==> src/hdl/cpc_pkg.sv <==
`default_nettype none

package cpc_pkg;

    // Default polygon table depth.
    localparam int MAX_VERTICES_DEF = 64;

    // Fixed field widths.
    localparam int COORD_W = 16;
    localparam int INDEX_W = 6;
    localparam int COUNT_W = 7;
    localparam int CFG_W   = 7;

    // Edge arithmetic widths: coordinate differences, products, cross product.
    localparam int DIFF_W  = COORD_W + 1;
    localparam int PROD_W  = 2 * DIFF_W;
    localparam int CROSS_W = PROD_W + 1;

    // Request commands.
    localparam logic CMD_LOAD  = 1'b0;
    localparam logic CMD_QUERY = 1'b1;

    // Configuration register indexes.
    localparam logic CFG_VERTEX_COUNT = 1'b0;
    localparam logic CFG_ORIENTATION  = 1'b1;

    // Configuration reset values.
    localparam logic [COUNT_W-1:0] COUNT_RESET  = 7'd36;
    localparam logic               ORIENT_RESET = 1'b1;

    typedef struct packed {
        logic signed [COORD_W-1:0] x;
        logic signed [COORD_W-1:0] y;
    } vertex_t;

    // Control that travels with an edge through the edge unit.
    typedef struct packed {
        logic valid;
        logic last;
    } edge_ctl_t;

    // Operands of one edge test: edge start, edge end and query point.
    typedef struct packed {
        vertex_t vi;
        vertex_t vj;
        vertex_t pt;
    } edge_req_t;

    typedef struct packed {
        logic valid;
        logic last;
        logic viol;
    } edge_res_t;

endpackage

`default_nettype wire

==> src/hdl/cpc_channels.sv <==
`default_nettype none

// Input request channel: vertex loads and point queries.
interface cpc_in_if import cpc_pkg::*; ();
    logic                      valid;
    logic                      ready;
    logic                      command;
    logic [INDEX_W-1:0]        vertex_index;
    logic signed [COORD_W-1:0] vertex_x;
    logic signed [COORD_W-1:0] vertex_y;
    logic signed [COORD_W-1:0] point_x;
    logic signed [COORD_W-1:0] point_y;

    modport source (
        output valid, command, vertex_index, vertex_x, vertex_y, point_x, point_y,
        input  ready
    );
    modport sink (
        input  valid, command, vertex_index, vertex_x, vertex_y, point_x, point_y,
        output ready
    );
endinterface

// Result channel: one hit flag per query.
interface cpc_out_if import cpc_pkg::*; ();
    logic valid;
    logic ready;
    logic hit;

    modport source (
        output valid, hit,
        input  ready
    );
    modport sink (
        input  valid, hit,
        output ready
    );
endinterface

`default_nettype wire

==> src/hdl/cpc_vertex_ram.sv <==
`default_nettype none

module cpc_vertex_ram import cpc_pkg::*; #(
    parameter int DEPTH = MAX_VERTICES_DEF,
    localparam int AW = $clog2(DEPTH)
) (
    input  wire logic          clk,
    input  wire logic          we,
    input  wire logic [AW-1:0] waddr,
    input  wire vertex_t       wdata,
    input  wire logic [AW-1:0] raddr,
    output vertex_t            rdata
);

    vertex_t mem [DEPTH];
    vertex_t rdata_reg;

    // One write port and one registered read port.
    always_ff @(posedge clk)
    begin
        if (we)
        begin
            mem[waddr] <= wdata;
        end
        rdata_reg <= mem[raddr];
    end

    assign rdata = rdata_reg;

endmodule

`default_nettype wire

==> src/hdl/cpc_edge_unit.sv <==
`default_nettype none

module cpc_edge_unit import cpc_pkg::*; (
    input  wire logic      clk,
    input  wire logic      rst_n,
    input  wire edge_ctl_t ctl,
    input  wire edge_req_t req,
    input  wire logic      orientation,
    output edge_res_t      res
);

    edge_ctl_t                s1_ctl_reg;
    edge_ctl_t                s2_ctl_reg;
    edge_res_t                res_reg;
    edge_res_t                res_next;
    logic signed [DIFF_W-1:0] dpy_reg, dxe_reg, dpx_reg, dye_reg;
    logic signed [DIFF_W-1:0] dpy_next, dxe_next, dpx_next, dye_next;
    logic signed [PROD_W-1:0] p1_reg, p2_reg;
    logic signed [PROD_W-1:0] p1_next, p2_next;
    logic signed [CROSS_W-1:0] cross_next;

    // Stage one: the four coordinate differences.
    always_comb
    begin
        dpy_next = DIFF_W'(req.pt.y) - DIFF_W'(req.vi.y);
        dxe_next = DIFF_W'(req.vj.x) - DIFF_W'(req.vi.x);
        dpx_next = DIFF_W'(req.pt.x) - DIFF_W'(req.vi.x);
        dye_next = DIFF_W'(req.vj.y) - DIFF_W'(req.vi.y);
    end

    // Stage two: the two products.
    always_comb
    begin
        p1_next = PROD_W'(dpy_reg) * PROD_W'(dxe_reg);
        p2_next = PROD_W'(dpx_reg) * PROD_W'(dye_reg);
    end

    // Stage three: cross product and the side test for the chosen orientation.
    always_comb
    begin
        cross_next     = CROSS_W'(p1_reg) - CROSS_W'(p2_reg);
        res_next.valid = s2_ctl_reg.valid;
        res_next.last  = s2_ctl_reg.last;
        res_next.viol  = orientation ? (cross_next < 1) : (cross_next > -1);
    end

    // Pipeline control.
    always_ff @(posedge clk or negedge rst_n)
    begin
        if (!rst_n)
        begin
            s1_ctl_reg <= '0;
            s2_ctl_reg <= '0;
            res_reg    <= '0;
        end
        else
        begin
            s1_ctl_reg <= ctl;
            s2_ctl_reg <= s1_ctl_reg;
            res_reg    <= res_next;
        end
    end

    // Pipeline data.
    always_ff @(posedge clk)
    begin
        dpy_reg <= dpy_next;
        dxe_reg <= dxe_next;
        dpx_reg <= dpx_next;
        dye_reg <= dye_next;
        p1_reg  <= p1_next;
        p2_reg  <= p2_next;
    end

    assign res = res_reg;

endmodule

`default_nettype wire

==> src/hdl/convex_polygon_containment.sv <==
`default_nettype none

// Load request: gives no result.
// Query request: hit is the OR of the side-test violations of the polygon's edges, where n is
// vertex_count saturated to MAX_VERTICES (with n zero the query goes straight to done); the input is not
// ready meanwhile, and a finished query waits in the done state while a result is held.
// Throughput: one load per cycle while idle, one edge per cycle while a query runs.
// Reset sets vertex_count to 36 and orientation to 1; the vertex tables are not cleared.
module convex_polygon_containment import cpc_pkg::*; #(
    parameter int MAX_VERTICES = MAX_VERTICES_DEF
) (
    input  wire logic        clk,
    input  wire logic        rst_n,
    cpc_in_if.sink           in_ch,
    cpc_out_if.source        out_ch,
    input  wire logic        cfg_we,
    input  wire logic        cfg_index,
    input  wire logic [CFG_W-1:0] cfg_data
);

    localparam int AW = $clog2(MAX_VERTICES);
    localparam int NW = ($clog2(MAX_VERTICES + 1) > COUNT_W) ?
                        $clog2(MAX_VERTICES + 1) : COUNT_W;
    localparam int IW = ($clog2(MAX_VERTICES + 1) > INDEX_W) ?
                        $clog2(MAX_VERTICES + 1) : INDEX_W;

    typedef enum logic [1:0] {
        S_IDLE,
        S_RUN,
        S_DONE
    } state_t;

    state_t             state_reg, state_next;
    logic [COUNT_W-1:0] count_reg, count_next;
    logic               orient_reg, orient_next;
    logic [NW-1:0]      n_reg, n_next;
    logic [NW-1:0]      issue_cnt_reg, issue_cnt_next;
    logic               arr_valid_reg, arr_valid_next;
    logic               arr_first_reg, arr_first_next;
    logic               arr_last_reg, arr_last_next;
    logic               close_pend_reg, close_pend_next;
    logic               hit_acc_reg, hit_acc_next;
    logic               out_valid_reg, out_valid_next;
    logic               out_hit_reg, out_hit_next;
    vertex_t            pt_reg, pt_next;
    vertex_t            first_reg, first_next;
    vertex_t            prev_reg, prev_next;

    logic               in_accept;
    logic               out_take;
    logic               issue_en;
    logic [NW-1:0]      n_sat;
    logic               mem_we;
    vertex_t            mem_wdata;
    vertex_t            rd_data;
    edge_ctl_t          edge_ctl;
    edge_req_t          edge_req;
    edge_res_t          edge_res;

    // Handshakes.
    assign in_ch.ready  = (state_reg == S_IDLE);
    assign in_accept    = in_ch.valid && in_ch.ready;
    assign out_take     = out_valid_reg && out_ch.ready;
    assign out_ch.valid = out_valid_reg;
    assign out_ch.hit   = out_hit_reg;

    // Vertex count in use, saturated to the table depth.
    assign n_sat = (NW'(count_reg) > NW'(MAX_VERTICES)) ? NW'(MAX_VERTICES)
                                                        : NW'(count_reg);

    // Loads beyond the table depth are dropped.
    assign mem_we      = in_accept && (in_ch.command == CMD_LOAD) &&
                         (IW'(in_ch.vertex_index) < IW'(MAX_VERTICES));
    assign mem_wdata.x = in_ch.vertex_x;
    assign mem_wdata.y = in_ch.vertex_y;

    // Vertices are read in order, one address per cycle.
    assign issue_en = (state_reg == S_RUN) && (issue_cnt_reg < n_reg);

    cpc_vertex_ram #(
        .DEPTH (MAX_VERTICES)
    ) u_ram (
        .clk   (clk),
        .we    (mem_we),
        .waddr (AW'(in_ch.vertex_index)),
        .wdata (mem_wdata),
        .raddr (issue_cnt_reg[AW-1:0]),
        .rdata (rd_data)
    );

    // An edge enters on every vertex after the first, then the closing edge.
    always_comb
    begin
        edge_ctl.valid = (state_reg == S_RUN) &&
                         ((arr_valid_reg && !arr_first_reg) || close_pend_reg);
        edge_ctl.last  = close_pend_reg;
        edge_req.vi    = prev_reg;
        edge_req.vj    = close_pend_reg ? first_reg : rd_data;
        edge_req.pt    = pt_reg;
    end

    cpc_edge_unit u_edge (
        .clk         (clk),
        .rst_n       (rst_n),
        .ctl         (edge_ctl),
        .req         (edge_req),
        .orientation (orient_reg),
        .res         (edge_res)
    );

    // Sequencer, configuration and result register.
    always_comb
    begin
        state_next      = state_reg;
        count_next      = count_reg;
        orient_next     = orient_reg;
        n_next          = n_reg;
        issue_cnt_next  = issue_cnt_reg;
        arr_valid_next  = issue_en;
        arr_first_next  = (issue_cnt_reg == '0);
        arr_last_next   = (issue_cnt_reg == n_reg - NW'(1));
        close_pend_next = 1'b0;
        hit_acc_next    = hit_acc_reg;
        out_valid_next  = out_valid_reg && !out_take;
        out_hit_next    = out_hit_reg;
        pt_next         = pt_reg;
        first_next      = first_reg;
        prev_next       = prev_reg;

        if (cfg_we)
        begin
            case (cfg_index)
                CFG_VERTEX_COUNT: count_next  = cfg_data;
                CFG_ORIENTATION:  orient_next = cfg_data[0];
                default:          count_next  = count_reg;
            endcase
        end

        case (state_reg)
            S_IDLE:
            begin
                if (in_accept && (in_ch.command == CMD_QUERY))
                begin
                    n_next         = n_sat;
                    issue_cnt_next = '0;
                    hit_acc_next   = 1'b0;
                    pt_next.x      = in_ch.point_x;
                    pt_next.y      = in_ch.point_y;
                    state_next     = (n_sat == '0) ? S_DONE : S_RUN;
                end
            end
            S_RUN:
            begin
                if (issue_en)
                begin
                    issue_cnt_next = issue_cnt_reg + NW'(1);
                end
                if (arr_valid_reg)
                begin
                    prev_next = rd_data;
                    if (arr_first_reg)
                    begin
                        first_next = rd_data;
                    end
                    close_pend_next = arr_last_reg;
                end
                if (edge_res.valid)
                begin
                    hit_acc_next = hit_acc_reg | edge_res.viol;
                    if (edge_res.last)
                    begin
                        state_next = S_DONE;
                    end
                end
            end
            S_DONE:
            begin
                if (!out_valid_reg || out_take)
                begin
                    out_valid_next = 1'b1;
                    out_hit_next   = hit_acc_reg;
                    state_next     = S_IDLE;
                end
            end
            default:
            begin
                state_next = S_IDLE;
            end
        endcase
    end

    // State and registered outputs.
    always_ff @(posedge clk or negedge rst_n)
    begin
        if (!rst_n)
        begin
            state_reg      <= S_IDLE;
            count_reg      <= COUNT_RESET;
            orient_reg     <= ORIENT_RESET;
            n_reg          <= '0;
            issue_cnt_reg  <= '0;
            arr_valid_reg  <= 1'b0;
            arr_first_reg  <= 1'b0;
            arr_last_reg   <= 1'b0;
            close_pend_reg <= 1'b0;
            hit_acc_reg    <= 1'b0;
            out_valid_reg  <= 1'b0;
        end
        else
        begin
            state_reg      <= state_next;
            count_reg      <= count_next;
            orient_reg     <= orient_next;
            n_reg          <= n_next;
            issue_cnt_reg  <= issue_cnt_next;
            arr_valid_reg  <= arr_valid_next;
            arr_first_reg  <= arr_first_next;
            arr_last_reg   <= arr_last_next;
            close_pend_reg <= close_pend_next;
            hit_acc_reg    <= hit_acc_next;
            out_valid_reg  <= out_valid_next;
        end
    end

    // Payload registers.
    always_ff @(posedge clk)
    begin
        out_hit_reg <= out_hit_next;
        pt_reg      <= pt_next;
        first_reg   <= first_next;
        prev_reg    <= prev_next;
    end

    // An edge result only comes back while a query runs.
    assert property (@(posedge clk) disable iff (!rst_n)
        edge_res.valid |-> (state_reg == S_RUN))
        else $error("edge result outside a running query");

    // The read counter never passes the vertex count.
    assert property (@(posedge clk) disable iff (!rst_n)
        (state_reg == S_RUN) |-> (issue_cnt_reg <= n_reg))
        else $error("vertex read counter overran the count");

    // An accepted query always leaves the idle state.
    assert property (@(posedge clk) disable iff (!rst_n)
        (in_accept && (in_ch.command == CMD_QUERY)) |=> (state_reg != S_IDLE))
        else $error("query accepted but sequencer stayed idle");

    // A result appears only from the done state.
    assert property (@(posedge clk) disable iff (!rst_n)
        $rose(out_valid_reg) |-> ($past(state_reg) == S_DONE))
        else $error("result raised outside the done state");

    // The closing edge and a vertex arrival never coincide.
    assert property (@(posedge clk) disable iff (!rst_n)
        close_pend_reg |-> !arr_valid_reg)
        else $error("closing edge collided with a vertex read");

endmodule

`default_nettype wire
==> src/flat_wrapper.sv <==
// flat-port wrapper written by rule: the top's interface ports become plain ports
module convex_polygon_containment_flat import cpc_pkg::*;
#(
    parameter int MAX_VERTICES = MAX_VERTICES_DEF
)
  (clk, rst_n, cfg_we, cfg_index, cfg_data, in_ch_valid, in_ch_command, in_ch_vertex_index, in_ch_vertex_x, in_ch_vertex_y, in_ch_point_x, in_ch_point_y, in_ch_ready, out_ch_valid, out_ch_hit, out_ch_ready);
  cpc_in_if in_ch_i ();
  cpc_out_if out_ch_i ();
  input  wire logic clk;
  input  wire logic rst_n;
  input  wire logic cfg_we;
  input  wire logic cfg_index;
  input  wire logic [CFG_W-1:0] cfg_data;
  input wire logic [$bits(in_ch_i.valid)-1:0] in_ch_valid;
  input wire logic [$bits(in_ch_i.command)-1:0] in_ch_command;
  input wire logic [$bits(in_ch_i.vertex_index)-1:0] in_ch_vertex_index;
  input wire logic [$bits(in_ch_i.vertex_x)-1:0] in_ch_vertex_x;
  input wire logic [$bits(in_ch_i.vertex_y)-1:0] in_ch_vertex_y;
  input wire logic [$bits(in_ch_i.point_x)-1:0] in_ch_point_x;
  input wire logic [$bits(in_ch_i.point_y)-1:0] in_ch_point_y;
  output wire logic [$bits(in_ch_i.ready)-1:0] in_ch_ready;
  output wire logic [$bits(out_ch_i.valid)-1:0] out_ch_valid;
  output wire logic [$bits(out_ch_i.hit)-1:0] out_ch_hit;
  input wire logic [$bits(out_ch_i.ready)-1:0] out_ch_ready;
  assign in_ch_i.valid = in_ch_valid;
  assign in_ch_i.command = in_ch_command;
  assign in_ch_i.vertex_index = in_ch_vertex_index;
  assign in_ch_i.vertex_x = in_ch_vertex_x;
  assign in_ch_i.vertex_y = in_ch_vertex_y;
  assign in_ch_i.point_x = in_ch_point_x;
  assign in_ch_i.point_y = in_ch_point_y;
  assign in_ch_ready = in_ch_i.ready;
  assign out_ch_valid = out_ch_i.valid;
  assign out_ch_hit = out_ch_i.hit;
  assign out_ch_i.ready = out_ch_ready;
  convex_polygon_containment #(.MAX_VERTICES(MAX_VERTICES)) u_core (.clk(clk), .rst_n(rst_n), .in_ch(in_ch_i), .out_ch(out_ch_i), .cfg_we(cfg_we), .cfg_index(cfg_index), .cfg_data(cfg_data));
endmodule
==> config.mk <==
export PLATFORM = sky130hd
export DESIGN_NAME = convex_polygon_containment_flat
export DESIGN_NICKNAME = d
export VERILOG_FILES = /design/src/hdl/cpc_pkg.sv /design/src/hdl/cpc_channels.sv /design/src/hdl/cpc_vertex_ram.sv /design/src/hdl/cpc_edge_unit.sv /design/src/hdl/convex_polygon_containment.sv /design/src/flat_wrapper.sv
export SDC_FILE = /design/constraint.sdc
export NUM_CORES = 2
export LEC_CHECK = 0
export BUFFER_PORTS_ARGS = -buffer_cell sky130_fd_sc_hd__buf_2
export CAP_MARGIN = 0
export CORE_AREA = 3 3 364 635
export CTS_CLUSTER_DIAMETER = 40
export DETAILED_ROUTE_END_ITERATION = 10
export DIE_AREA = 0 0 367 638
export GPL_TIMING_DRIVEN = 0
export PLACE_DENSITY = 0.71
export SYNTH_ARGS = -nofsm -noshare
export SYNTH_HDL_FRONTEND = slang
export SYNTH_SLANG_ARGS = --single-unit
==> constraint.sdc <==
create_clock -name clk -period 7.8 [get_ports clk]
set_clock_uncertainty 0.15 [all_clocks]
set_input_delay 0.39 -clock clk [delete_from_list [all_inputs] [get_ports clk]]
set_output_delay 0.39 -clock clk [all_outputs]
set_load 0.03 [all_outputs]
Word-level counts from Yosys, hierarchy flattened:

Memories as Yosys holds them, arrays and structs flattened. A register that Yosys moved wholly into a read port is not among the register bits.
Cells that the tools add are included.

* $add $sub $neg: 7
* $mul: 2
* order comparisons: 4
* equality and inequality tests: 8
* muxes and demuxes: 21
* bitwise logic cells: 3
* reductions and logical operators: 26

Operators with widths (count)
* 17-bit by 17-bit multiplier with 34-bit output: 2
* 16-bit by 16-bit subtractor with 17-bit output: 4
* 35-bit by 1-bit > comparator with 1-bit output, second input constant: 1
* 35-bit by 2-bit < comparator with 1-bit output, second input constant: 1
* 34-bit by 34-bit subtractor with 35-bit output: 1
* 32-bit two-way mux: 1
* 7-bit two-way mux: 3
* 7-bit logical NOT: 2
* 7-bit case mux with 2 select lines: 1
* 2-bit two-way mux: 5
* 2-bit AND reduction: 5
* 1-bit two-way mux: 9
* 3-bit AND reduction: 3
* 1-bit logical AND: 8
* 7-bit by 1-bit adder with 7-bit output, second input constant: 1
* 7-bit == test: 1
* 7-bit > comparator, second input constant: 1
* 7-bit < comparator: 1
* 7-bit by 1-bit subtractor with 7-bit output, second input constant: 1
* 2-bit inequality test, second input constant: 3
* 2-bit case mux with 3 select lines: 1
* 2-bit by 1-bit inequality test with 1-bit output, second input constant: 2
* 4-bit AND reduction: 1
* 1-bit logical NOT: 3
* other kinds (8): 10

* bits in registers: 270
* RAM bits: 2048
* input port bits: 84
* output and inout port bits: 3
* logic and storage cells: 103
* memories: 1

Memory list
* u_core.u_ram.mem: depth 64, width 32, read ports 1, clocked after memory_dff 1, write ports 1, line cpc_vertex_ram.sv:15 `vertex_t mem [DEPTH];`

Depth between registers and ports, before layout:

* depth in word-level cells: 6
* mapped depth: 26

Modules after synthesis:

A second synthesis with hierarchy kept.

* cells, all modules: 6823
* area total of the unflattened synthesis: 112688.1 µm²

Modules (own cells, without submodules)
* cpc_vertex_ram: times used 1, cells an instance 3324, area each 78515.3 µm²
* cpc_edge_unit: times used 1, cells an instance 3196, area each 29158.0 µm²
* convex_polygon_containment: times used 1, cells an instance 303, area each 5014.8 µm²

Worst setup path after synthesis:

No wires, ideal clock.

* path type: reg-to-reg
* start point: register u_core.u_edge.dxe_reg[8]
* end point: register u_core.u_edge.p1_reg[33]
* data arrival time: 6.208 ns
* required time: 7.538 ns
* path slack: 1.330 ns
* stages on the path, launching flop included: 26
* path buffers: 2
* path through: dfxtp_1 clkbuf_1 clkbuf_1 nand2_1 fa_1 inv_1 fa_1 inv_1 fa_1 inv_1 fa_1 fa_1 inv_1 fa_1 inv_1 ha_1 and4_1 nor2b_4 o31ai_2 nand3_1 a221oi_1 nor4_1 a211o_1 o21ai_2 mux2i_1 a2111oi_1

* word-level cells in the longest chain between the ends: 1

Ends and longest elaborated chain
* start: declaration: line cpc_edge_unit.sv:16 `logic signed [DIFF_W-1:0] dpy_reg, dxe_reg, dpx_reg, dye_reg;`
* start signal: assignment: line cpc_edge_unit.sv:68 `dxe_reg <= dxe_next;`
* 17-bit by 17-bit multiplier with 34-bit output: line cpc_edge_unit.sv:34 `p1_next = PROD_W'(dpy_reg) * PROD_W'(dxe_reg);`
* net u_core.u_edge.p1_next[33]: line cpc_edge_unit.sv:19 `logic signed [PROD_W-1:0] p1_next, p2_next;`
* end signal: assignment: line cpc_edge_unit.sv:71 `p1_reg <= p1_next;`
* end: declaration: line cpc_edge_unit.sv:18 `logic signed [PROD_W-1:0] p1_reg, p2_reg;`

The timed path passes the listed nets, and every way through them passes these cells.
A chain may end at the register's enable or synchronous reset.

Worst setup path in the final report:

* start point: register u_core.u_edge.dye_reg[7]
* end point: register u_core.u_edge.p2_reg[32]

* word-level cells in the longest chain between the ends: 1

Ends and longest elaborated chain
* start: declaration: line cpc_edge_unit.sv:16
* start signal: assignment: line cpc_edge_unit.sv:70 `dye_reg <= dye_next;`
* 17-bit by 17-bit multiplier with 34-bit output: line cpc_edge_unit.sv:35 `p2_next = PROD_W'(dpx_reg) * PROD_W'(dye_reg);`
* net u_core.u_edge.p2_next[32]: line cpc_edge_unit.sv:19
* end signal: assignment: line cpc_edge_unit.sv:72 `p2_reg <= p2_next;`
* end: declaration: line cpc_edge_unit.sv:18

The timed path passes the listed nets, and every way through them passes these cells.

==> results.cfg <==
[sta]
rsz0062_at_grt = false
slew_headroom_pct = 1.53
setup_slack_ps = 193
period_needed_ps = 7610
finalSetupViolCount = 0
fmax_ghz = 0.131
finalHoldViolations = 0
fin_crit_sh_pct = 97.5
worst_pin_slew_ps = 1480
slew_viol_final = 0

[worst_setup_path]
slowest_delay_ps = 640
critPathRequiredTime_ps = 8370
path_max_fanout = 10
endpoint_kind = flop
path_common_cell = fa_1
critical_path_class = reg -> reg
critPathLaunchType = flop
crit_chain = buf_1, and2_1, fa_1, inv_1, fa_1, fa_1, inv_1, fa_1, fa_1, inv_1, fa_1, inv_1, ha_1, a21o_1, a21oi_1, nor3b_1, a2111oi_2, o2111ai_1, a41oi_1, a311oi_1, o21ai_1, xor2_1
regToRegSetupSlack_ps = 190
crit_arrival_ps = 8170
crit_path_top_delay_cell = dfxtp_1

[cts]
root_buffer = clkbuf_16
postCtsSetupBuffers = 0
clockBufferDepth = 4
clk_pin_slew_worst_paths_ps = 60
cts_max_level = 4
cts_num_sinks = 2350
cts_tree = yes
cts_inserted_buffers = 217
clk_latency_ps = 890

[route]
drt_iter0_drc = 5712
firstDrtPassIters = 8
routed_wl_um = 313000
vias_per_cell = 5.96
detail-route-antenna-nets = 0
vias = 61100
drc = 0
post_drt_wl_per_cell_um = 30.6

[job]
drv_cap = 0

[place]
post-dp-hpwl_um = 226000
gp_congestion = 0.927
dpl.cell_count = 9777
pre_cts_ws_ps = -1090
portBuffers = 83

[global_routing]
grt_max_degree = 65
grt_pass1_vias = 65200
grt_pass1_wl_um = 450000
antenna_found_initial = 33
grt_usage_pct = 27.0
grt_overflow_total = 0

[synthesis]
synth_area_sq_um = 113000
ys.flop_type = edfxtp_1
syn_inst = 6599
synth_enable_flop_cells = 2145
syn_nets = 7558
seq_area_frac_synth_pct = 60.8
synth.distinct_cells = 87
synth-async-reset-ratio_pct = 1.57
synth_warnings = 0
syn_area_per_cell_sq_um = 17.1
ys_seq_elements = 2350

[layout]
fill_cells = 17300
layout.nets = 7975
post_layout_nonfiller_instances = 10200
top_register = u_core.u_ram.mem
drive_above_1_share_pct = 19.0
area_delta_synth_final_pct = 12.1
largest_reg_flops = 2048

[die]
initial_core_util_pct = 49.9
dieArea_sq_um = 234000
pin_count = 87
die_width_um = 367
die_h_um = 638
row_count = 231
core_sq_um = 227000

[power_and_ir_drop]
p_comb_share_pct = 1.1
p_clk_share_pct = 42.7
p_sw_share_pct = 20.3
ir_drop_uv = 203
power_density_nw_per_um2 = 193
power_leakage_nw = 45.5
p_int_w = 0.0195
p_seq_share_pct = 56.1
totalPowerFinal_w = 0.0245
switchingPower_w = 0.00498

[min_path]
hold_path_class = in -> reg

[run_status]
outcome = complete, no violations
[layout make-up]
type	instances	area, sq um	area share [%]
Sequential cell	2350	68700	54.2
Multi-Input combinational cell	3229	41000	32.3
Clock buffer	261	5650	4.46
Tap cell	3029	3790	2.99
Inverter	770	2890	2.28
Timing Repair Buffer	203	2390	1.89
Clock inverter	134	1260	0.998
Buffer	245	1010	0.801
Antenna cell	19	47.5	0.0375
[per-layer routing]
layer / vias up / global-route usage, % / wire length (um)
li1: 25300 / - / -
met1: 32000 / 27.9 / 96500
met2: 2853 / 50.5 / 172000
met3: 924 / 3.71 / 19000
met4: 12 / 17.8 / 25300
met5: - / 0 / 66
[worst max-delay path, delay by kind of cell (launching register included)]
family,cells,cell delay [ps]
compound gates,7,1840
flops,1,640
simple gates,2,430
xor+xnor,1,400
fa+ha+maj,7,3120
buf+inv,5,860
[Yosys cell counts, drive strengths merged, types with 17 or more instances]
cell	number	area share [%]
nor4	17	0.094
nor3	53	0.23
xor2	26	0.20
o21ai	86	0.39
a21o	38	0.25
buf	67	0.26
and3	24	0.14
nand3	39	0.17
ha	278	3.1
nand2	365	1.2
fa	597	11
or3	21	0.12
mux4	672	13
dfrtp	34	0.75
a211oi	20	0.14
and2	294	1.6
nor2b	33	0.19
a21oi	95	0.43
clkbuf	183	0.61
nor2	183	0.61
a21boi	23	0.15
edfxtp	2145	57
inv	770	2.6
nand2b	29	0.16
o21a	25	0.17
xnor2	101	0.78
mux2	36	0.36
dfxtp	168	3.0
[path summary, 6_finish.rpt]
check                                                 start                   endpoint  cells past startpoint
max in group asynchronous                             rst_n            u_core.n_reg[0]                      2
worst min register to register  u_core.u_edge.s1_ctl_reg[0]  u_core.u_edge.res_next[1]                      0
min in group asynchronous                             rst_n        u_core.count_reg[4]                      2
worst max register to register     u_core.u_edge.dye_reg[7]   u_core.u_edge.p2_reg[32]                     22
worst min-delay path                      in_ch_vertex_y[8]    u_core.u_ram.mem[58][8]                      1
worst max-delay path               u_core.u_edge.dye_reg[7]   u_core.u_edge.p2_reg[32]                     22
[kinds of logic (layout without fill, tap and decap cells)]
logic type	count (synthesis)	in the layout	share of synthesized area [%]
mux	718	718	13.8
compound gates	398	398	2.40
fa+ha+maj	875	875	13.7
simple gates	1111	1111	4.90
buf+inv	1020	1613	3.42
flops	2350	2350	60.8
other cells	0	19	0
xor+xnor	127	127	0.984
[power groups by stage]
| stage | clock network (W) | registers (W) | logic [W] |
|---|---|---|---|
| 5_1_grt | 0.0110 | 0.0137 | 0.000296 |
| 4_1_cts | 0.0106 | 0.0137 | 0.000276 |
| 2_1_floorplan | 0 | 0.0140 | 0.0000160 |
| 3_5_place_dp | 0 | 0.0140 | 0.000251 |
| 6_report | 0.0105 | 0.0137 | 0.000280 |
| 3_3_place_gp | 0 | 0.0140 | 0.000225 |
[per-stage QoR]
step | hold WS (ps) | util [%] | TNS [ps] | instance area, sq um
final | 13.1 | 55.9 | 0 | 127000
after global routing | 17.5 | 55.9 | 0 | 127000
after CTS | 22.4 | 55.9 | 0 | 127000
after detailed placement | 186 | 52.6 | -2840 | 119000
after global placement | 183 | 51.7 | -2710 | 117000
after floorplan | -55.6 | - | 0 | 113000
[layout by cell type, fill, tap and decap left out, types with 37 or more instances in the layout]
cell | netlist | final
fa_1 | 597 | 596
xnor2_1 | 101 | 100
clkbuf_16 | 0 | 219
nor2_4 | 0 | 64
buf_1 | 36 | 37
o21ai_0 | 78 | 78
a21oi_1 | 93 | 93
nor2_1 | 183 | 119
a21o_1 | 37 | 37
nand3_1 | 39 | 39
edfxtp_1 | 2145 | 2145
dlygate4sd3_1 | 0 | 53
dfxtp_1 | 168 | 158
nor3_1 | 53 | 52
clkbuf_1 | 183 | 175
buf_2 | 31 | 113
nand2_1 | 365 | 365
inv_1 | 770 | 770
clkbuf_2 | 0 | 41
ha_1 | 278 | 278
clkinv_1 | 0 | 38
and2_1 | 294 | 293
buf_12 | 0 | 51
mux4_2 | 672 | 672
[what timing repair did]
item                                    4_1_cts  5_1_grt
pin swaps                                     0        1
hold buffers                                 51        2
gates resized for setup                      17       74
endpoints found under the hold margin        81       22
endpoints found under the setup margin       10        8
(Power assumes the default switching activity.)
